### src/rtl/mandelbrot_pixel_colorer_top_assert.svh
// Assertion macros for the Mandelbrot pixel colorer.
// Each macro samples on the rising edge of clk and is disabled while rst_n is low.
`ifndef MANDELBROT_PIXEL_COLORER_TOP_ASSERT_SVH
`define MANDELBROT_PIXEL_COLORER_TOP_ASSERT_SVH

`ifndef ASSERT_OFF

`define MPC_ASSERT(lbl, prop, msg) \
  lbl: assert property (@(posedge clk) disable iff (!rst_n) (prop)) else $error(msg);

`define MPC_ASSERT_NEXT(lbl, ante, cons, msg) \
  lbl: assert property (@(posedge clk) disable iff (!rst_n) (ante) |=> (cons)) else $error(msg);

`else

`define MPC_ASSERT(lbl, prop, msg)

`define MPC_ASSERT_NEXT(lbl, ante, cons, msg)

`endif

`endif

### src/rtl/mpc_pkg.sv
`timescale 1ns / 1ps

package mpc_pkg;

  localparam int FIX_W     = 16;
  localparam int COL_W     = 7;
  localparam int ROW_W     = 6;
  localparam int COLOR_W   = 5;
  localparam int ITER_OUT_W = 7;
  localparam int CFG_IDX_W = 2;

  // Register indexes on the configuration port
  localparam logic [CFG_IDX_W-1:0] REG_ORIGIN_X = 2'd0;
  localparam logic [CFG_IDX_W-1:0] REG_ORIGIN_Y = 2'd1;
  localparam logic [CFG_IDX_W-1:0] REG_STEP     = 2'd2;

  localparam logic [FIX_W-1:0] ORIGIN_X_RST = 16'hFE00;  // -2.0
  localparam logic [FIX_W-1:0] ORIGIN_Y_RST = 16'h0110;  // 1.0625
  localparam logic [FIX_W-1:0] STEP_RST     = 16'h0009;

  localparam logic [FIX_W-1:0] FIX_ONE      = 16'h0100;
  localparam logic [FIX_W-1:0] ESCAPE_LIMIT = 16'h0400;  // 4.0

  localparam int SKIP_INDEX = 10;
  localparam int TOP_INDEX  = 25;

  typedef enum logic [2:0] {
    ST_IDLE,
    ST_MCOL,
    ST_MROW,
    ST_FIRST,
    ST_MXX,
    ST_MYY,
    ST_MXY,
    ST_DONE
  } ctrl_state_t;

  typedef enum logic [2:0] {
    OP_NONE,
    OP_LOAD,    // capture pixel, clear counter
    OP_MCOL,    // step * col
    OP_MROW,    // step * row, form cx
    OP_CY_XX,   // form cy, square x
    OP_ZY_XX,   // update zy, square x
    OP_YY,      // square y
    OP_XY       // cross product, update zx, escape test
  } dp_op_t;

  typedef struct packed {
    dp_op_t op;
  } dp_cmd_t;

  typedef struct packed {
    logic escape;
    logic last;
  } dp_status_t;

endpackage

### src/rtl/mpc_ctrl.sv
`timescale 1ns / 1ps

module mpc_ctrl (
  input  logic                clk,
  input  logic                rst_n,
  input  logic                start,
  input  mpc_pkg::dp_status_t status,
  output mpc_pkg::dp_cmd_t    cmd,
  output logic                busy,
  output logic                done
);
  import mpc_pkg::*;

  ctrl_state_t state_r, state_nxt;

  always_ff @(posedge clk) begin
    if (!rst_n) begin
      state_r <= ST_IDLE;
    end else begin
      state_r <= state_nxt;
    end
  end

  always_comb begin
    state_nxt = state_r;
    case (state_r)
      ST_IDLE:  if (start) state_nxt = ST_MCOL;
      ST_MCOL:  state_nxt = ST_MROW;
      ST_MROW:  state_nxt = ST_FIRST;
      ST_FIRST: state_nxt = ST_MYY;
      ST_MXX:   state_nxt = ST_MYY;
      ST_MYY:   state_nxt = ST_MXY;
      ST_MXY: begin
        if (status.escape || status.last) state_nxt = ST_DONE;
        else state_nxt = ST_MXX;
      end
      ST_DONE:  state_nxt = ST_IDLE;
      default:  state_nxt = ST_IDLE;
    endcase
  end

  always_comb begin
    cmd.op = OP_NONE;
    busy   = 1'b1;
    done   = 1'b0;
    case (state_r)
      ST_IDLE: begin
        busy = 1'b0;
        if (start) cmd.op = OP_LOAD;
      end
      ST_MCOL:  cmd.op = OP_MCOL;
      ST_MROW:  cmd.op = OP_MROW;
      ST_FIRST: cmd.op = OP_CY_XX;
      ST_MXX:   cmd.op = OP_ZY_XX;
      ST_MYY:   cmd.op = OP_YY;
      ST_MXY:   cmd.op = OP_XY;
      ST_DONE:  done = 1'b1;
      default:  cmd.op = OP_NONE;
    endcase
  end

endmodule

### src/rtl/mpc_datapath.sv
`timescale 1ns / 1ps

module mpc_datapath #(
  parameter int MAX_ITER = 100
) (
  input  logic                                clk,
  input  logic                                rst_n,
  input  mpc_pkg::dp_cmd_t                    cmd,
  output mpc_pkg::dp_status_t                 status,
  input  logic                                cfg_we,
  input  logic [mpc_pkg::CFG_IDX_W-1:0]       cfg_index,
  input  logic [mpc_pkg::FIX_W-1:0]           cfg_wdata,
  input  logic [mpc_pkg::COL_W-1:0]           in_col,
  input  logic [mpc_pkg::ROW_W-1:0]           in_row,
  output logic [mpc_pkg::COL_W-1:0]           out_col,
  output logic [mpc_pkg::ROW_W-1:0]           out_row,
  output logic [mpc_pkg::COLOR_W-1:0]         out_color,
  output logic [mpc_pkg::ITER_OUT_W-1:0]      out_iterations
);
  import mpc_pkg::*;

  localparam int ITER_W = $clog2(MAX_ITER + 1);

  logic [FIX_W-1:0]   origin_x_r, origin_y_r, step_r;
  logic [COL_W-1:0]   col_r;
  logic [ROW_W-1:0]   row_r;
  logic [FIX_W-1:0]   lo_r, cx_r, cy_r, zx_r, zy_r, xx_r, yy_r, xy_r;
  logic [ITER_W-1:0]  iter_r;
  logic [COLOR_W-1:0] color_r;

  logic signed [FIX_W-1:0]   mul_a, mul_b;
  logic signed [2*FIX_W-1:0] mul_p;
  logic [FIX_W-1:0]          fx_p;
  logic [FIX_W-1:0]          norm;
  logic [31:0]               iter_ext;

  function automatic logic [COLOR_W-1:0] color_of(input logic [ITER_W-1:0] i);
    logic [31:0] ie;
    logic [31:0] c;
    ie = 32'(i);
    c  = ie + 32'd1;
    if (c >= 32'(SKIP_INDEX)) c = c + 32'd1;
    if (c > 32'(TOP_INDEX)) c = 32'(TOP_INDEX);
    return c[COLOR_W-1:0];
  endfunction

  // Configuration registers
  always_ff @(posedge clk) begin
    if (!rst_n) begin
      origin_x_r <= ORIGIN_X_RST;
      origin_y_r <= ORIGIN_Y_RST;
      step_r     <= STEP_RST;
    end else if (cfg_we) begin
      case (cfg_index)
        REG_ORIGIN_X: origin_x_r <= cfg_wdata;
        REG_ORIGIN_Y: origin_y_r <= cfg_wdata;
        REG_STEP:     step_r     <= cfg_wdata;
        default:      ;
      endcase
    end
  end

  // Shared signed multiplier; low bits serve the pixel offset, [23:8] the 8.8 product
  always_comb begin
    mul_a = signed'(zx_r);
    mul_b = signed'(zx_r);
    case (cmd.op)
      OP_MCOL: begin
        mul_a = signed'(step_r);
        mul_b = signed'({{(FIX_W-COL_W){1'b0}}, col_r});
      end
      OP_MROW: begin
        mul_a = signed'(step_r);
        mul_b = signed'({{(FIX_W-ROW_W){1'b0}}, row_r});
      end
      OP_YY: begin
        mul_a = signed'(zy_r);
        mul_b = signed'(zy_r);
      end
      OP_XY: begin
        mul_a = signed'(zx_r);
        mul_b = signed'(zy_r);
      end
      default: ;
    endcase
  end

  assign mul_p = mul_a * mul_b;
  assign fx_p  = mul_p[FIX_W+7:8];

  assign norm          = xx_r + yy_r;
  assign status.escape = $signed(norm) > $signed(ESCAPE_LIMIT);
  assign status.last   = (iter_r == ITER_W'(MAX_ITER - 1));

  always_ff @(posedge clk) begin
    case (cmd.op)
      OP_LOAD: begin
        col_r  <= in_col;
        row_r  <= in_row;
        iter_r <= '0;
      end
      OP_MCOL: lo_r <= mul_p[FIX_W-1:0];
      OP_MROW: begin
        lo_r <= mul_p[FIX_W-1:0];
        cx_r <= origin_x_r + lo_r;
        zx_r <= origin_x_r + lo_r;
      end
      OP_CY_XX: begin
        cy_r <= origin_y_r - lo_r;
        zy_r <= origin_y_r - lo_r;
        xx_r <= fx_p;
      end
      OP_ZY_XX: begin
        zy_r <= {xy_r[FIX_W-2:0], 1'b0} + cy_r;
        xx_r <= fx_p;
      end
      OP_YY: yy_r <= fx_p;
      OP_XY: begin
        xy_r    <= fx_p;
        zx_r    <= xx_r - yy_r + cx_r;
        color_r <= status.escape ? color_of(iter_r) : '0;
        if (!status.escape) iter_r <= iter_r + ITER_W'(1);
      end
      default: ;
    endcase
  end

  assign iter_ext       = 32'(iter_r);
  assign out_col        = col_r;
  assign out_row        = row_r;
  assign out_color      = color_r;
  assign out_iterations = iter_ext[ITER_OUT_W-1:0];

endmodule

### src/rtl/mandelbrot_pixel_colorer_top.sv
`timescale 1ns / 1ps
// Mandelbrot escape-time pixel colorer, signed 8.8 fixed point.
// Input: pulse start with in_col/in_row while busy is low; that edge is the transfer.
// The block forms c = (origin_x + step*col, origin_y - step*row) and iterates
// z = z*z + c starting from z = c for up to MAX_ITER rounds, stopping when |z|^2 > 4.0.
// Output: out_valid is high for exactly one cycle with out_col, out_row,
// out_color and out_iterations; the receiver must take it then, it cannot stall.
// After the accepting edge the block forms step*col, then step*row and cx, then cy
// and x*x, and then runs its rounds until escape or until MAX_ITER rounds are done.
// busy drops the cycle after out_valid; a new pixel is taken only once busy is low.
// Each round makes x*x, y*y and x*y in turn on the single shared 16x16 multiplier,
// which also forms step*col and step*row; the adds and the escape test ride along.
// Configuration: cfg_we with cfg_index (0 origin_x, 1 origin_y, 2 step) and
// cfg_wdata writes a register at once; write only while busy is low.
// Reset (synchronous, rst_n low) returns the controller to idle and loads
// origin_x = -2.0, origin_y = 1.0625, step = 9/256.
`include "mandelbrot_pixel_colorer_top_assert.svh"

module mandelbrot_pixel_colorer_top #(
  parameter int MAX_ITER = 100
) (
  input  logic                             clk,
  input  logic                             rst_n,
  input  logic                             start,
  output logic                             busy,
  input  logic [mpc_pkg::COL_W-1:0]        in_col,
  input  logic [mpc_pkg::ROW_W-1:0]        in_row,
  output logic                             out_valid,
  output logic [mpc_pkg::COL_W-1:0]        out_col,
  output logic [mpc_pkg::ROW_W-1:0]        out_row,
  output logic [mpc_pkg::COLOR_W-1:0]      out_color,
  output logic [mpc_pkg::ITER_OUT_W-1:0]   out_iterations,
  input  logic                             cfg_we,
  input  logic [mpc_pkg::CFG_IDX_W-1:0]    cfg_index,
  input  logic [mpc_pkg::FIX_W-1:0]        cfg_wdata
);
  import mpc_pkg::*;

  dp_cmd_t    cmd;
  dp_status_t status;

  // Sequencer: setup, x*x / y*y / x*y rounds, one result cycle
  mpc_ctrl u_ctrl (
    .clk    (clk),
    .rst_n  (rst_n),
    .start  (start),
    .status (status),
    .cmd    (cmd),
    .busy   (busy),
    .done   (out_valid)
  );

  // Registers, shared multiplier, z update, escape test and color mapping
  mpc_datapath #(
    .MAX_ITER (MAX_ITER)
  ) u_dp (
    .clk            (clk),
    .rst_n          (rst_n),
    .cmd            (cmd),
    .status         (status),
    .cfg_we         (cfg_we),
    .cfg_index      (cfg_index),
    .cfg_wdata      (cfg_wdata),
    .in_col         (in_col),
    .in_row         (in_row),
    .out_col        (out_col),
    .out_row        (out_row),
    .out_color      (out_color),
    .out_iterations (out_iterations)
  );

  // A transfer in always starts work
  `MPC_ASSERT_NEXT(a_start_busy, start && !busy, busy, "accepted pixel did not raise busy")
  // Result strobe lasts one cycle and is followed by idle (busy low)
  `MPC_ASSERT_NEXT(a_strobe_once, out_valid, !out_valid && !busy, "result strobe not a single pulse")
  // Palette never yields the skipped index and stays capped
  `MPC_ASSERT(a_color_range,
    !out_valid || ((out_color != COLOR_W'(SKIP_INDEX)) && (out_color <= COLOR_W'(TOP_INDEX))),
    "color outside palette")
  // Color zero means the point ran all rounds
  `MPC_ASSERT(a_no_escape_count,
    !(out_valid && (out_color == '0)) || (out_iterations == ITER_OUT_W'(MAX_ITER)),
    "color zero without full round count")

endmodule
### config.mk
export PLATFORM = sky130hd
export DESIGN_NAME = mandelbrot_pixel_colorer_top
export DESIGN_NICKNAME = d
export VERILOG_FILES = /design/src/rtl/mpc_pkg.sv /design/src/rtl/mpc_ctrl.sv /design/src/rtl/mpc_datapath.sv /design/src/rtl/mandelbrot_pixel_colorer_top.sv
export VERILOG_INCLUDE_DIRS = /design/src /design/src/rtl
export SDC_FILE = /design/constraint.sdc
export NUM_CORES = 1
export LEC_CHECK = 0
export BUFFER_PORTS_ARGS = -buffer_cell sky130_fd_sc_hd__buf_4
export CAP_MARGIN = 10
export CORE_MARGIN = 2
export CORE_UTILIZATION = 32
export CTS_CLUSTER_DIAMETER = 100
export DETAILED_ROUTE_END_ITERATION = 8
export MAX_ROUTING_LAYER = met4
export PLACE_DENSITY = 0.57
export SYNTH_ARGS = -nofsm -noshare
export SYNTH_HDL_FRONTEND = slang
export SYNTH_HIERARCHICAL = 1
export SYNTH_SLANG_ARGS = --single-unit
### constraint.sdc
create_clock -name clk -period 9.93 [get_ports clk]
set_input_delay 0.993 -clock clk [delete_from_list [all_inputs] [get_ports clk]]
set_output_delay 0.993 -clock clk [all_outputs]
set_load 0.02 [all_outputs]
# Word level (Yosys, flattened, before mapping)
# Cells that the tools add are included.
totals:
  output_inout_bits: 27
  input_bits: 35
  regBits: 203
op_classes:
  bitwise: 1
  order_cmp: 3
  n_reduce_logical: 15
  n_eq_ne: 19
  addsub: 9
  multipliers: 1
  mux: 16
op_table:
  columns: ["cell", "n"]
  rows:
  - ["16-bit one-hot mux with 2 select lines", 3]
  - ["16-bit adder", 4]
  - ["32-bit 2-to-1 mux", 2]
  - ["16-bit one-hot mux with 3 select lines", 1]
  - ["3-bit one-hot mux with 7 select lines", 2]
  - ["32-bit by 1-bit adder with 32-bit output (second input constant)", 1]
  - ["32-bit by 4-bit >= comparator with 1-bit output (second input constant)", 1]
  - ["32-bit by 5-bit > comparator with 1-bit output (second input constant)", 1]
  - ["16-bit subtractor", 2]
  - ["3-bit equality test (second input constant)", 8]
  - ["16-bit by 16-bit multiplier with 24-bit output", 1]
  - ["16-bit by 12-bit > comparator with 1-bit output (second input constant)", 1]
  - ["7-bit one-hot mux with 2 select lines", 1]
  - ["3-bit by 2-bit equality test with 1-bit output (second input constant)", 4]
  - ["2-bit OR reduction", 5]
  - ["7-bit by 1-bit adder with 8-bit output (second input constant)", 1]
  - ["2-bit AND reduction", 4]
  - ["7-bit by 1-bit adder with 7-bit output (second input constant)", 1]
  - ["7-bit equality test (second input constant)", 1]
  - ["7-bit 2-to-1 mux", 1]
  - ["3-bit by 1-bit equality test with 1-bit output (second input constant)", 2]
  - ["2-bit nonzero test", 3]
  - ["5-bit 2-to-1 mux", 1]
  - ["2-bit inequality test (second input constant)", 2]
  - ["other kinds (9)", 11]

# Depth between registers and ports, before layout
logic_depth:
  ltp_word: 6
  mapped_depth: 33

# Hierarchy
# Netlist, hierarchy kept.
by_module_without_submodules:
  columns: ["module", "cells_each", "area_each_um2", "instances", "seq_area_each_um2"]
  rows:
  - ["mpc_datapath", 2065, 19356.1, 1, 5525.3]
  - ["mpc_ctrl", 19, 175.2, 1, 60.1]

# Worst setup path after synthesis
# OpenSTA, ideal clock, no wires.
synth_timing:
  path_type: "register -> register"
  start: "register u_ctrl.state_r[1]"
  end: "register u_dp.xx_r[14] (data pin)"
  arrival_ns: 7.504
  setup_slack_ns: 2.159
  stages_incl_launch_ff: 28
  setup_ns: 0.267
  path_cell_list: "dfxtp_1 clkbuf_1 xor2_1 buf_2 buf_2 buf_1 nor2b_1 a221oi_1 nor2_1 fa_1 inv_1 fa_1 fa_1 fa_1 inv_1 fa_1 inv_1 fa_1 inv_1 ha_1 a21o_1 a2111oi_0 o211ai_1 nand3_1 a31oi_1 a21o_1 a21oi_1 xnor2_1"
synth_lines:
  columns: ["element", "line", "text"]
  rows:
  - ["from (decl)", "mpc_ctrl.sv:14", "ctrl_state_t state_r, state_nxt;"]
  - ["from (signal assigned)", "mpc_ctrl.sv:20", "state_r <= state_nxt;"]
  - ["to (signal assigned)", "mpc_datapath.sv:111", "xx_r <= fx_p;"]
  - ["to (signal assigned)", "mpc_datapath.sv:115", "xx_r <= fx_p;"]
  - ["to (decl)", "mpc_datapath.sv:27", "logic [FIX_W-1:0] lo_r, cx_r, cy_r, zx_r, zy_r, xx_r, yy_r, xy_r;"]

==> results.cfg <==
[run_status]
status = finished, final reports clean

[layout]
final_cell_area_um2 = 21680
drive_gt1_share_pct = 7.749
nets = 2530
layout_common_cells = inv_1, nand2_1, fa_1, nor2_1
mostFrequentLayoutCell = inv_1
antenna_cells = 0
area_growth_syn_to_layout_pct = 11.02

[setup_path]
r2r-start = u_ctrl/state_r[0]
required_ns = 10.19
rrSetupSlack_ns = 1.34
worstSetupEndpointType = flip-flop
crit_type = reg2reg
r2r_end = u_dp/yy_r[14]
critPathMaxFanout = 21
crit_arrival_ns = 8.85
cp-start-kind = flip-flop
r2r_cells = 24

[synth]
ys_seq_elements = 203
synth_fp_nets = 2477
ys_types = 88
yosysSeqAreaShare_pct = 28.60
synth_flop_cell = edfxtp_1
yosysWarningCount = 6
synth_area_per_cell_um2 = 9.372
syn_inst = 2084
netlist_area_um2 = 19530
synth_edf_count = 152
async_reset_ff_share_pct = 0

[floorplan]
core_um2 = 60360
dieArea_um2 = 63030
start_util_pct = 32.36
io_pins = 62
dieHeight_um = 251.1
rows = 90
fp.dieW_um = 251.1

[global_routing]
gr-total-overflow = 0
grt_max_degree = 64
grt.total_usage_pct = 18.51
grt_pass1_wl_mm = 87.04
antenna_found_initial = 0
grt_pass1_vias = 15024

[timing]
setup_slack_ns = 1.335
final_hold_viol_count = 0
rsz0062_at_grt = false
finalClockSkew_ns = 0.01522
max_freq_mhz = 116.3
fin_setup_tns_ns = 0
relSlewSlack_pct = 17.75
min_period_ns = 8.595
period_share_pct = 86.55
drv_slew = 0
tightest_slew_ns = 1.228
setup_viol = 0

[clock_network]
cts_setup_buffers = 0
clkTransAtPathRegs_ns = 0.06
ctsHtreeMaxLevel = 1
post_cts_resized = 0
cts_hold_buffers = 0
ctsRootBufferMaster = clkbuf_16
tritoncts = yes
cts_max_path_buffers = 3
cts_num_sinks = 203
numCtsBuffers = 24
clk_latency_ns = 0.53

[flow_run]
drv_cap = 0

[placed_design]
portBuffers = 61
place.gp.congestion = 0.9114
place_ws_ns = 1.269
place_area_um2 = 20950
dp_hpwl_mm = 45.94

[drt]
via_per_inst = 5.072
wl_per_cell_um = 19.35
drc = 0
ant_nets = 0
vias = 14896
firstDrtPassIters = 6
wl_mm = 56.84
drt_iter0_drc = 1123

[hold_path]
whs_path_depth = 2
hold_start = u_dp/origin_x_r[6]
min_path_type = reg2reg
holdPathEnd = u_dp/origin_x_r[6]
synth_stat cells, types with 13 or more instances:
cell type	number	area, µm²
and3_1	15	93.84
dfxtp_1	51	1021
fa_1	206	4124
a21boi_0	41	307.8
o21a_1	33	247.7
nor3_1	23	115.1
nand2b_1	13	81.33
o21ai_0	67	335.3
inv_1	366	1374
nand2_1	276	1036
or3_1	13	81.33
nor2b_1	23	143.9
xnor2_1	71	621.9
edfxtp_1	152	4564
ha_1	152	1902
xor2_1	32	280.3
clkbuf_1	43	161.4
nand3_1	36	180.2
a21o_1	26	195.2
and2_1	14	87.58
a21oi_1	73	365.4
o22ai_1	16	100.1
nor2_1	162	608.1
how the worst max path moves through the flow:
stage / from / endpoint / slack, ns / depth (start not counted)
finish: u_ctrl/state_r[0] / u_dp/yy_r[14] / 1.34 / 24
global route: u_ctrl/state_r[0] / u_dp/yy_r[14] / 0.88 / 24
CTS: u_ctrl/state_r[0] / u_dp/yy_r[14] / 1.38 / 24
detailed placement: start / u_dp/yy_r[14] / 1.27 / 25
global placement: start / u_dp/xx_r[15] / 1.56 / 25
floorplan: u_ctrl/state_r[1] / u_dp/xx_r[14] / 2.16 / 27
layer usage:
| metal | routed length (µm) | GRT usage (%) |
|---|---|---|
| met2 | 26640 | 30.12 |
| met5 | 0 | - |
| met3 | 3548 | 2.589 |
| met1 | 24860 | 24.07 |
| met4 | 1795 | 5.408 |
per-stage QoR:
stage | utilization (%) | cells | hold WS (ns)
final | 35.92 | 2937 | 0.4714
after detailed placement | 34.71 | 2893 | 0.4669
after floorplan | - | 2084 | 0.4409
after global routing | 35.92 | 2937 | 0.4944
after CTS | 35.92 | 2937 | 0.4768
after global placement | 34.71 | 2893 | 0.4581
worst max-delay path, stage by stage (launching register included):
cell       delay [ns]
dfxtp_1          0.54
a21boi_0         0.17
or2_2            0.53
a21boi_2         0.89
nor2_1           0.14
a21oi_1          0.60
nand2_1          0.16
fa_1             0.56
fa_1             0.44
fa_1             0.49
fa_1             0.49
inv_1            0.05
fa_1             0.53
inv_1            0.05
fa_1             0.53
inv_1            0.04
ha_1             0.34
a21o_1           0.20
a2111oi_0        0.46
o211ai_1         0.23
nand3_1          0.16
a31oi_1          0.14
a21o_1           0.21
a21oi_1          0.19
xnor2_1          0.14
state kept, by name (all words and copies together) (netlist names), 15 cells and up:
signal and count:
u_dp/zx_r 16, u_dp/cy_r 16, u_dp/step_r 16, u_dp/cx_r 16
u_dp/xy_r 15, u_dp/origin_y_r 16, u_dp/yy_r 16, u_dp/lo_r 16
u_dp/zy_r 16, u_dp/xx_r 16, u_dp/origin_x_r 16
layout make-up:
class,instances,area (µm²)
Timing Repair Buffer,86,645.6
Clock buffer,27,633.1
Sequential cell,203,5585
Tap cell,782,978.4
Multi-Input combinational cell,1455,12360
Clock inverter,17,102.6
Inverter,367,1378
Fill cell,6070,38670
cell families (layout without fill, tap and decap cells):
logic type | after synthesis | count (layout) | synth area share [%]
adders and majority gates | 358 | 358 | 30.85
muxes | 22 | 22 | 1.230
buffers and inverters | 426 | 497 | 8.315
and+or+nand+nor | 609 | 609 | 13.81
xor gates and xnor gates | 104 | 104 | 4.734
DFF | 203 | 203 | 28.60
AOI/OAI and AO/OA | 362 | 362 | 12.46
Power is not shown: default switching activity piles up to over one toggle a cycle in this logic, so the estimate is an artifact.
